**src/design/joypad_matrix_port_defines.svh**
```systemverilog
// Assertion macros shared by the joystick port. They assume a clock named clk
// and an active-low reset named arst_n in the module that uses them.
`ifndef JOYPAD_MATRIX_PORT_DEFINES_SVH
`define JOYPAD_MATRIX_PORT_DEFINES_SVH

// The consequent must hold in the same cycle as the antecedent.
`define JMP_ASSERT_NOW(lbl, ante, cons) \
	lbl: assert property (@(posedge clk) disable iff (!arst_n) (ante) |-> (cons)) \
		else $error("joystick port assertion failed");

// The consequent must hold in the cycle after the antecedent.
`define JMP_ASSERT_NEXT(lbl, ante, cons) \
	lbl: assert property (@(posedge clk) disable iff (!arst_n) (ante) |=> (cons)) \
		else $error("joystick port assertion failed");

`endif

```
**src/design/jmp_pkg.sv**
```systemverilog
`default_nettype none

package jmp_pkg;

	localparam logic KIND_READ  = 1'b0;
	localparam logic KIND_WRITE = 1'b1;

	localparam logic [1:0] OFS_KEYS   = 2'd0;
	localparam logic [1:0] OFS_ROW_HI = 2'd1;
	localparam logic [1:0] OFS_FIRE   = 2'd2;

	localparam logic [15:0] RD_IDLE   = 16'hFFFF;
	localparam logic [15:0] FIRE_BASE = 16'hFF6F;
	localparam logic [15:0] NTSC_BIT  = 16'h0010;

	typedef enum logic [1:0] {
		OP_NONE,
		OP_READ_KEYS,
		OP_READ_FIRE
	} op_t;

	typedef struct packed {
		logic [7:0] row_select;
		logic       pads_en;
		logic       audio_en;
		logic       ntsc;
	} port_state_t;

	typedef struct packed {
		op_t         op;
		port_state_t st;
		logic [15:0] pad0_keys;
		logic [4:0]  pad0_fire;
		logic [15:0] pad1_keys;
		logic [4:0]  pad1_fire;
	} req_entry_t;

	typedef struct packed {
		logic       hit;
		logic [1:0] idx;
	} group_t;

endpackage

`default_nettype wire

```
**src/design/jmp_front.sv**
```systemverilog
`default_nettype none

module jmp_front import jmp_pkg::*; (
	input  wire logic        clk,
	input  wire logic        arst_n,
	input  wire logic        in_valid,
	output logic             in_ready,
	input  wire logic        kind,
	input  wire logic [1:0]  byte_offset,
	input  wire logic [15:0] write_data,
	input  wire logic [15:0] pad0_keys,
	input  wire logic [4:0]  pad0_fire,
	input  wire logic [15:0] pad1_keys,
	input  wire logic [4:0]  pad1_fire,
	input  wire logic        cfg_valid,
	output logic             cfg_ready,
	input  wire logic        cfg_data,
	output logic             push,
	output req_entry_t       push_entry,
	input  wire logic        queue_ready,
	output port_state_t      state
);

	port_state_t st_q;
	port_state_t st_d;
	op_t         op;

	assign in_ready  = queue_ready;
	assign cfg_ready = 1'b1;
	assign push      = in_valid && queue_ready;
	assign state     = st_q;

	always_comb begin
		if (kind == KIND_WRITE) begin
			op = OP_NONE;
		end else begin
			unique case (byte_offset)
				OFS_KEYS: op = OP_READ_KEYS;
				OFS_FIRE: op = OP_READ_FIRE;
				default:  op = OP_NONE;
			endcase
		end
	end

	always_comb begin
		st_d = st_q;
		if (cfg_valid) begin
			st_d.ntsc = cfg_data;
		end
		if (push && kind == KIND_WRITE) begin
			if (byte_offset == OFS_KEYS) begin
				st_d.row_select = write_data[7:0];
				st_d.audio_en   = write_data[8];
				st_d.pads_en    = write_data[15];
			end else if (byte_offset == OFS_ROW_HI) begin
				st_d.row_select = write_data[15:8];
			end
		end
	end

	always_comb begin
		push_entry.op        = op;
		push_entry.st        = st_d;
		push_entry.pad0_keys = pad0_keys;
		push_entry.pad0_fire = pad0_fire;
		push_entry.pad1_keys = pad1_keys;
		push_entry.pad1_fire = pad1_fire;
	end

	always_ff @(posedge clk or negedge arst_n) begin
		if (!arst_n) begin
			st_q.row_select <= 8'h00;
			st_q.pads_en    <= 1'b0;
			st_q.audio_en   <= 1'b0;
			st_q.ntsc       <= 1'b1;
		end else begin
			st_q <= st_d;
		end
	end

endmodule

`default_nettype wire

```
**src/design/jmp_queue.sv**
```systemverilog
`default_nettype none

module jmp_queue import jmp_pkg::*; (
	input  wire logic       clk,
	input  wire logic       arst_n,
	input  wire logic       push,
	input  wire req_entry_t push_entry,
	output logic            push_ready,
	output logic            head_valid,
	output req_entry_t      head_entry,
	input  wire logic       pop
);

	req_entry_t mem_q [2];
	logic       wr_ptr_q;
	logic       rd_ptr_q;
	logic [1:0] count_q;

	assign push_ready = (count_q != 2'd2);
	assign head_valid = (count_q != 2'd0);
	assign head_entry = mem_q[rd_ptr_q];

	always_ff @(posedge clk) begin
		if (push && push_ready) begin
			mem_q[wr_ptr_q] <= push_entry;
		end
	end

	always_ff @(posedge clk or negedge arst_n) begin
		if (!arst_n) begin
			wr_ptr_q <= 1'b0;
			rd_ptr_q <= 1'b0;
			count_q  <= 2'd0;
		end else begin
			if (push && push_ready) begin
				wr_ptr_q <= ~wr_ptr_q;
			end
			if (pop && head_valid) begin
				rd_ptr_q <= ~rd_ptr_q;
			end
			unique case ({push && push_ready, pop && head_valid})
				2'b10:   count_q <= count_q + 2'd1;
				2'b01:   count_q <= count_q - 2'd1;
				default: count_q <= count_q;
			endcase
		end
	end

endmodule

`default_nettype wire

```
**src/design/jmp_back.sv**
```systemverilog
`default_nettype none

module jmp_back import jmp_pkg::*; (
	input  wire logic        clk,
	input  wire logic        arst_n,
	input  wire logic        head_valid,
	input  wire req_entry_t  head_entry,
	output logic             pop,
	output logic             out_valid,
	input  wire logic        out_ready,
	output logic [15:0]      read_data,
	output logic             audio_on
);

	function automatic group_t pad0_group(input logic [3:0] nib);
		group_t g;
		g.hit = 1'b1;
		unique case (nib)
			4'hE:    g.idx = 2'd0;
			4'hD:    g.idx = 2'd1;
			4'hB:    g.idx = 2'd2;
			4'h7:    g.idx = 2'd3;
			default: begin
				g.hit = 1'b0;
				g.idx = 2'd0;
			end
		endcase
		return g;
	endfunction

	function automatic group_t pad1_group(input logic [3:0] nib);
		group_t g;
		g.hit = 1'b1;
		unique case (nib)
			4'h7:    g.idx = 2'd0;
			4'hB:    g.idx = 2'd1;
			4'hD:    g.idx = 2'd2;
			4'hE:    g.idx = 2'd3;
			default: begin
				g.hit = 1'b0;
				g.idx = 2'd0;
			end
		endcase
		return g;
	endfunction

	logic        out_valid_q;
	logic [15:0] read_data_q;
	logic        audio_q;
	group_t      g0;
	group_t      g1;
	logic [3:0]  nib0;
	logic [3:0]  nib1;
	logic [15:0] key_word;
	logic [15:0] fire_word;
	logic [15:0] word;

	assign pop       = head_valid && (!out_valid_q || out_ready);
	assign out_valid = out_valid_q;
	assign read_data = read_data_q;
	assign audio_on  = audio_q;

	always_comb begin
		g0   = pad0_group(head_entry.st.row_select[3:0]);
		g1   = pad1_group(head_entry.st.row_select[7:4]);
		nib0 = 4'(head_entry.pad0_keys >> {g0.idx, 2'b00});
		nib1 = 4'(head_entry.pad1_keys >> {g1.idx, 2'b00});

		key_word = RD_IDLE;
		if (head_entry.st.pads_en) begin
			if (g0.hit) begin
				key_word[11:8] = ~nib0;
				if (g0.idx != 2'd0) begin
					key_word[{2'b00, g0.idx}] = 1'b0;
				end
			end
			if (g1.hit) begin
				key_word[15:12] = ~nib1;
				key_word[{1'b0, 3'd7 - {1'b0, g1.idx}}] = 1'b0;
			end
		end

		fire_word = head_entry.st.ntsc ? (FIRE_BASE | NTSC_BIT) : FIRE_BASE;
		if (head_entry.st.pads_en) begin
			if (g0.hit) begin
				if (head_entry.pad0_fire[g0.idx]) begin
					fire_word[1] = 1'b0;
				end
				if (g0.idx == 2'd0 && head_entry.pad0_fire[4]) begin
					fire_word[0] = 1'b0;
				end
			end
			if (g1.hit) begin
				if (head_entry.pad1_fire[g1.idx]) begin
					fire_word[3] = 1'b0;
				end
				if (g1.idx == 2'd0 && head_entry.pad1_fire[4]) begin
					fire_word[2] = 1'b0;
				end
			end
		end

		unique case (head_entry.op)
			OP_READ_KEYS: word = key_word;
			OP_READ_FIRE: word = fire_word;
			default:      word = RD_IDLE;
		endcase
	end

	always_ff @(posedge clk) begin
		if (pop) begin
			read_data_q <= word;
			audio_q     <= head_entry.st.audio_en;
		end
	end

	always_ff @(posedge clk or negedge arst_n) begin
		if (!arst_n) begin
			out_valid_q <= 1'b0;
		end else if (pop) begin
			out_valid_q <= 1'b1;
		end else if (out_ready) begin
			out_valid_q <= 1'b0;
		end
	end

endmodule

`default_nettype wire

```
**src/design/joypad_matrix_port.sv**
```systemverilog
// Two-pad matrix joystick port on a 16-bit bus.
// Requests arrive on the in_valid/in_ready channel: kind selects a read or a
// write, byte_offset the register, and the pad inputs are sampled with the
// request. Every request gives exactly one result on out_valid/out_ready:
// read_data (0xFFFF for writes and unmapped reads) and audio_on.
// The ntsc_machine flag is written on the cfg_valid/cfg_ready channel, which
// is always ready; write it only while no request is in flight.
// A front stage applies writes to the row-select and enable state at once
// and queues each request with a snapshot of that state; a back stage builds
// the read word from the queue head into the output register.
// Each accepted request is queued, then moved into the output register,
// setting out_valid. Throughput: one request per cycle while out_ready is high.
// When the receiver stalls, the output register holds its result and the
// two-entry queue absorbs up to two more requests before in_ready drops.
// Reset clears the row select and both enable flags, sets ntsc_machine to 1
// and empties the queue and the output register.
`default_nettype none
`include "joypad_matrix_port_defines.svh"

module joypad_matrix_port import jmp_pkg::*; (
	input  wire logic        clk,
	input  wire logic        arst_n,
	input  wire logic        in_valid,
	output logic             in_ready,
	input  wire logic        kind,
	input  wire logic [1:0]  byte_offset,
	input  wire logic [15:0] write_data,
	input  wire logic [15:0] pad0_keys,
	input  wire logic [4:0]  pad0_fire,
	input  wire logic [15:0] pad1_keys,
	input  wire logic [4:0]  pad1_fire,
	output logic             out_valid,
	input  wire logic        out_ready,
	output logic [15:0]      read_data,
	output logic             audio_on,
	input  wire logic        cfg_valid,
	output logic             cfg_ready,
	input  wire logic        cfg_data
);

	logic        push;
	req_entry_t  push_entry;
	logic        queue_ready;
	logic        head_valid;
	req_entry_t  head_entry;
	logic        pop;
	port_state_t state;

	jmp_front u_front (
		.clk         (clk),
		.arst_n      (arst_n),
		.in_valid    (in_valid),
		.in_ready    (in_ready),
		.kind        (kind),
		.byte_offset (byte_offset),
		.write_data  (write_data),
		.pad0_keys   (pad0_keys),
		.pad0_fire   (pad0_fire),
		.pad1_keys   (pad1_keys),
		.pad1_fire   (pad1_fire),
		.cfg_valid   (cfg_valid),
		.cfg_ready   (cfg_ready),
		.cfg_data    (cfg_data),
		.push        (push),
		.push_entry  (push_entry),
		.queue_ready (queue_ready),
		.state       (state)
	);

	jmp_queue u_queue (
		.clk        (clk),
		.arst_n     (arst_n),
		.push       (push),
		.push_entry (push_entry),
		.push_ready (queue_ready),
		.head_valid (head_valid),
		.head_entry (head_entry),
		.pop        (pop)
	);

	jmp_back u_back (
		.clk        (clk),
		.arst_n     (arst_n),
		.head_valid (head_valid),
		.head_entry (head_entry),
		.pop        (pop),
		.out_valid  (out_valid),
		.out_ready  (out_ready),
		.read_data  (read_data),
		.audio_on   (audio_on)
	);

	`JMP_ASSERT_NEXT(a_ctrl_write, push && kind == KIND_WRITE && byte_offset == OFS_KEYS, state.row_select == $past(write_data[7:0]) && state.audio_en == $past(write_data[8]) && state.pads_en == $past(write_data[15]))
	`JMP_ASSERT_NEXT(a_row_write, push && kind == KIND_WRITE && byte_offset == OFS_ROW_HI, state.row_select == $past(write_data[15:8]))
	`JMP_ASSERT_NEXT(a_none_idle, pop && head_entry.op == OP_NONE, out_valid && read_data == RD_IDLE)
	`JMP_ASSERT_NOW(a_pop_valid, pop, head_valid)

endmodule

`default_nettype wire

```
**config.mk**
```make
export PLATFORM = sky130hd
export DESIGN_NAME = joypad_matrix_port
export DESIGN_NICKNAME = d
export VERILOG_FILES = /design/src/design/jmp_pkg.sv /design/src/design/jmp_front.sv /design/src/design/jmp_queue.sv /design/src/design/jmp_back.sv /design/src/design/joypad_matrix_port.sv
export VERILOG_INCLUDE_DIRS = /design/src /design/src/design
export SDC_FILE = /design/constraint.sdc
export NUM_CORES = 1
export LEC_CHECK = 0
export ABC_AREA = 0
export BUFFER_PORTS_ARGS = -buffer_cell sky130_fd_sc_hd__buf_2
export CORE_ASPECT_RATIO = 0.6
export CORE_MARGIN = 1
export CORE_UTILIZATION = 51
export CTS_CLUSTER_DIAMETER = 50
export DETAILED_ROUTE_END_ITERATION = 6
export PLACE_DENSITY = 0.8
export SYNTH_ARGS = -nofsm -noshare
export SYNTH_HDL_FRONTEND = slang
export SYNTH_SLANG_ARGS = --single-unit
```
**constraint.sdc**
```tcl
create_clock -name clk -period 3.1 [get_ports clk]
set_input_delay 0.62 -clock clk [delete_from_list [all_inputs] [get_ports clk]]
set_output_delay 0.62 -clock clk [all_outputs]
set_load 0.02 [all_outputs]
```
==> Yosys cells after proc, flatten, opt, wreduce, memory -nomap -nowiden <==
Memories as Yosys holds them, arrays and structs flattened.
Cells that the tools add are included.
Widths: inputs -> output; s select.
{ "totals": {"reg_bits": 33, "mem_bits_rw": 110, "in_bits": 67, "wordCells": 103, "n_memories": 1} }
{ "mem_list": {"columns": ["memory", "depth", "width", "rd", "rd_ports_with_merged_regs", "wr", "line_no", "text"], "rows": [
  ["u_queue.mem_q", 2, 55, 1, 0, 1, "jmp_queue.sv:14", "req_entry_t mem_q [2];"]
]} }
{ "op_classes": {"addsub": 3, "order_cmp": 6, "n_eq_ne": 15, "shifts": 2, "n_mux": 38, "bitwise_logic": 8, "n_reduce_logical": 20} }
{ "op_table": {"columns": ["op", "n"], "rows": [
  ["$mux 16", 5],
  ["$and 16x16->16", 2],
  ["$pmux 16 s2", 1],
  ["$shr 16x4->4", 2],
  ["$eq 4x4->1 const B", 6],
  ["$mux 8", 2],
  ["$not 4->16", 1],
  ["$not 8->16", 1],
  ["$mux 1", 15],
  ["$pmux 2 s3", 2],
  ["$mux 10", 1],
  ["$logic_and 1x1->1", 9],
  ["$eq 4x3->1 const B", 2],
  ["$lt 2x4->1 const B", 2],
  ["$mux 2", 4],
  ["$not 4->4", 2],
  ["$pmux 2 s2", 2],
  ["$reduce_bool 2->1", 4],
  ["$reduce_or 4->1", 2],
  ["$eq 2x1->1 const B", 3],
  ["$eq 2x2->1 const B", 3],
  ["$logic_not 2->1", 3],
  ["$lt 2x5->1 const B", 1],
  ["$lt 3x5->1 const B", 1],
  ["14 further kinds", 16]
]} }

==> Depth between registers and ports, before layout <==
An unclocked memory read counts as a cell.
{ "logic_depth": {"word_depth": 16, "mapped_depth": 12, "mapped_depth_nobuf": 6} }

==> Hierarchy <==
A second synthesis with hierarchy kept.
{ "hier_totals": {"cells_unflattened": 433, "hier_area_um2": 6631.4} }
{ "by_module_without_submodules": {"columns": ["module", "instances", "cells_each", "area_each_um2", "seq_area_each_um2"], "rows": [
  ["jmp_queue", 1, 188, 4329.2, 3403.3],
  ["jmp_back", 1, 155, 1427.6, 535.5],
  ["jmp_front", 1, 90, 874.6, 276.5]
]} }

==> Worst setup path before layout <==
OpenSTA, ideal clock, no wires.
{ "synth_timing": {"path_type": "reg-to-reg", "startpoint": "register u_queue.count_q[0]", "endpoint": "memory u_queue.mem_q[0][0] (netlist name) (enable)", "setup_time_ns": 0.468, "t_arrival_ns": 3.141, "required_time_ns": 2.632, "setup_slack_ns": -0.509, "path_stages_with_launch": 4, "n_path_buf": 0, "synth_period_minus_slack_ns": 3.609, "cell_sequence": "dfrtp_1 > nand2b_1 > nand2_1 > nor2_1"} }
{ "synth_via": {"elab_chain_cells": 5} }
{ "synth_lines": {"columns": ["item", "line_no", "text"], "rows": [
  ["start: declaration", "jmp_queue.sv:17", "logic [1:0] count_q;"],
  ["start signal: assignment", "jmp_queue.sv:42", "2'b10: count_q <= count_q + 2'd1;"],
  ["start signal: assignment", "jmp_queue.sv:43", "2'b01: count_q <= count_q - 2'd1;"],
  ["start signal: assignment", "jmp_queue.sv:44", "default: count_q <= count_q;"],
  ["$ne 2x2->1 *", "jmp_queue.sv:19", "assign push_ready = (count_q != 2'd2);"],
  ["net in_ready", "joypad_matrix_port.sv:24", "output logic in_ready,"],
  ["$logic_and 1x1->1", "jmp_front.sv:30", "assign push = in_valid && queue_ready;"],
  ["$logic_and 1x1->1 *", "jmp_queue.sv:24", "if (push && push_ready) begin"],
  ["$mux 1 *", "jmp_queue.sv:24", null],
  ["$mux 1 (implied by the code) *", "jmp_queue.sv:25", "mem_q[wr_ptr_q] <= push_entry;"],
  ["end: declaration", "jmp_queue.sv:14", null]
]} }
The timed path passes the listed nets; every way through them passes the cells marked *.

==> Worst setup path in the final report <==
{ "layout_timing": {"startpoint": "register u_queue.rd_ptr_q", "endpoint": "register u_back.read_data_q[11] (netlist: u_back.read_data[11]), data pin"} }
{ "layout_via": {"elab_chain_cells": 13} }
{ "layout_lines": {"columns": ["item", "line_no", "text"], "rows": [
  ["start: declaration", "jmp_queue.sv:16", "logic rd_ptr_q;"],
  ["start signal: assignment", "jmp_queue.sv:39", "rd_ptr_q <= ~rd_ptr_q;"],
  ["$mem_v2 2x55 *", null, null],
  ["$eq 4x3->1 or $eq 4x4->1 (tied branches)", "jmp_back.sv:18", "unique case (nib)"],
  ["$pmux 2 s3", "jmp_back.sv:18", null],
  ["$shr 16x4->4", "jmp_back.sv:66", "nib0 = 4'(head_entry.pad0_keys >> {g0.idx, 2'b00});"],
  ["$not 4->4", "jmp_back.sv:72", "key_word[11:8] = ~nib0;"],
  ["$and 16x16->16 (no line)", null, null],
  ["$mux 16", "jmp_back.sv:73", "if (g0.idx != 2'd0) begin"],
  ["$mux 16", "jmp_back.sv:71", "if (g0.hit) begin"],
  ["$mux 16", "jmp_back.sv:70", "if (head_entry.st.pads_en) begin"],
  ["$and 16x16->16 (no line)", null, null],
  ["$mux 16", "jmp_back.sv:77", "if (g1.hit) begin"],
  ["$mux 16", "jmp_back.sv:70", null],
  ["$pmux 16 s2 *", "jmp_back.sv:103", "unique case (head_entry.op)"],
  ["net u_back.word[11]", "jmp_back.sv:56", "logic [15:0] word;"],
  ["end signal: assignment", "jmp_back.sv:112", "read_data_q <= word;"],
  ["end: declaration", "jmp_back.sv:48", "logic [15:0] read_data_q;"]
]} }
The timed path passes the listed nets; every way through them passes the cells marked *. The select of a mux whose other input is x is not followed.
A chain may end at the register's enable or synchronous reset.

==> flow_summary.yaml <==
run_status:
  status: "complete, no violations"
power:
  cellLeakagePower_nw: 2.69
  pwr-share-clk_pct: 26.4
  ir_drop_mv: 0.532
  total_power_mw: 7.30
  p_seq_share_pct: 43.2
  combPwrFrac_pct: 30.4
  p_sw_mw: 2.45
  power.internal_mw: 4.85
  swShare_pct: 33.6
  power_density_nw_per_um2: 1000
floorplanning:
  dieArea_um2: 12400
  std_cell_rows: 30
  core_um2: 11400
  die_y_um: 86.6
  die_w_um: 143
  start_util_pct: 53.1
  num_io_pins: 87
cells_and_area:
  final_util_pct: 63.6
  drive_gt1_share_pct: 32.2
  layout.nets: 557
  final_cell_area_um2: 7280
  antenna_cells: 0
  final_cells: 660
  synthToLayoutAreaGrowth_pct: 19.7
setup_path:
  slowest_stage: "dfrtp_2"
  cp-start-kind: "flip-flop"
  path_buf_inv: 1
  cp-end-kind: "flip-flop"
  timing.rr.start: "u_queue.rd_ptr_q"
  cp.arrival_ps: 2940
  slowest_delay_ps: 750
  required_ps: 3250
  path_delay_family: "compound AO/OA/AOI/OAI gates"
  cp_max_fo: 28
  r2r_slack_ps: 310
  cp_cell_sequence: "buf_4 > nand3b_1 > a211oi_4 > a2111oi_0 > o41ai_1 > nand2_1"
  crit_start: "u_queue.rd_ptr_q"
  crit_type: "flip-flop to flip-flop"
synth:
  synth_most_common_cell: "edfxtp_1"
  netlist_top_cells_area: "edfxtp_1 (63%), dfrtp_1 (6.2%), mux2i_1 (5.4%)"
  synth-edff-count: 127
  synth_area_um2: 6080
  async_flop_share_pct: 11.2
  seq_area_frac_synth_pct: 69.3
  yosys_warnings: 0
  avgSynthCellArea_um2: 15.6
  synth_top_cells_by_count: "edfxtp_1 (127), mux2i_1 (33), o21ai_0 (19)"
  synth_top_area_share_pct: 62.7
  synthesis.nets: 459
  yosys.cell_types.count: 62
  synth_area_leader_cell: "edfxtp_1"
  synthCells: 389
  synthFlopType: "edfxtp_1"
  synth_seq_cells: 143
routing:
  drtAntennaViolNets: 0
  via_per_inst: 5.50
  firstDrtPassIters: 4
  drc_errors: 0
  avgRoutedWirePerCell_um: 18.5
  wirelength_mm: 12.2
  via_count: 3633
  drt_iter0_markers: 321
sta:
  rsz0062_at_grt: "false"
  fin_crit_ps: 2790
  fmax_ghz: 0.359
  setup_violations: 0
  worstMarginPinSlew_ps: 645
  worst_slack_ps: 314
  hold-worst-slack_ps: 110
  fin_tns_setup_ps: 0
  fin_skew_ps: 9.09
  fin_crit_sh_pct: 89.9
  timing.final.max_slew_violations: 0
  finalHoldViolations: 0
  relSlewSlack_pct: 56.9
clocking:
  cts.repair.resized: 0
  cts_max_level: 4
  path_clk_slew_ps: 70
  cts_hold_buffers: 0
  tritoncts: "built"
  cts_buffers: 17
  clock_path_buffers: 2
  cts_root_buf: "clkbuf_16"
  postCtsSetupBuffers: 0
  clock_latency_ps: 420
  clock-sinks: 143
hold_path:
  hold_class: "primary input to asynchronous set/reset pin"
global_routing:
  grt_pass1_wl_mm: 19.3
  grt-ovfl-total: 0
  antenna_found_initial: 0
  track_usage_pct: 21.5
  grt_max_degree: 29
  grt_pass1_vias: 3672
placement:
  place_inst: 628
  io_buffers: 85
  dp_hpwl_mm: 8.57
  place_area_um2: 6700
  gp_congestion: 0.851
  pre_cts_slack_ps: 482
run:
  maxCapViolCount: 0
## worst paths after layout
check,endpoint,cells after the start
max,u_back.read_data[11],6
min in group clk,u_queue.mem_q[0][14],1
max in group asynchronous,u_front.state[0],1
min,u_front.state[1],1
max reg2reg,u_back.read_data[11],6
min reg2reg,u_queue.count_q[1],1
## routing by layer
layer	vias to the layer above	global-route usage, %	routed length, um
met5	-	0	0
met4	0	8.11	142
met3	15	5.69	744
met2	118	34.5	5730
met1	1780	28.6	5600
li1	1720	-	-
## registers in the layout (all words and copies together) (netlist names)
| register | count |
|---|---|
| u_queue.mem_q | 110 |
| u_back.read_data | 16 |
| u_front.state | 11 |
| u_queue.count_q | 2 |
| u_back.audio_on | 1 |
| u_back.out_valid | 1 |
| u_queue.rd_ptr_q | 1 |
| u_queue.wr_ptr_q | 1 |
## worst reg2reg max path, delay by kind of cell (launching register included)
kind	cells	cell delay (ps)
buffers and inverters	1	430
AOI/OAI and AO/OA	3	1040
and+or+nand+nor	2	310
DFF	1	750
## logic make-up after synthesis
family	share of synthesized area, %
other cells	0.0617
simple gates	8.50
buf+inv	1.89
compound gates	7.80
xor+xnor	1.87
flops	69.3
mux	9.94
fa+ha+maj	0.617
## layout by cell type, fill, tap and decap left out, types with 14 or more instances in the layout
master	count
clkbuf_16	18
mux2_2	18
mux2i_1	33
o21ai_0	19
nand2_1	15
buf_2	85
dfrtp_1	14
edfxtp_1	127
## power by group through the flow
stage	clock, mW	sequential [mW]	combinational (mW)
6_report	1.93	3.16	2.22
5_1_grt	2.03	3.21	2.40
4_1_cts	1.95	3.16	2.21
3_5_place_dp	0	3.19	2.19
3_3_place_gp	0	3.17	2.13
2_1_floorplan	0	3.21	1.50
## area by class of cell
| type | instances | area [um2] |
|---|---|---|
| flip-flops and latches | 143 | 4220 |
| fillers | 833 | 4170 |
| multi-input cells | 224 | 1760 |
| repair buffers | 95 | 500 |
| clock buffers | 20 | 478 |
| well taps | 160 | 200 |
| clock inverters | 12 | 98.8 |
| inverters | 6 | 22.5 |
(Power assumes the default switching activity.)
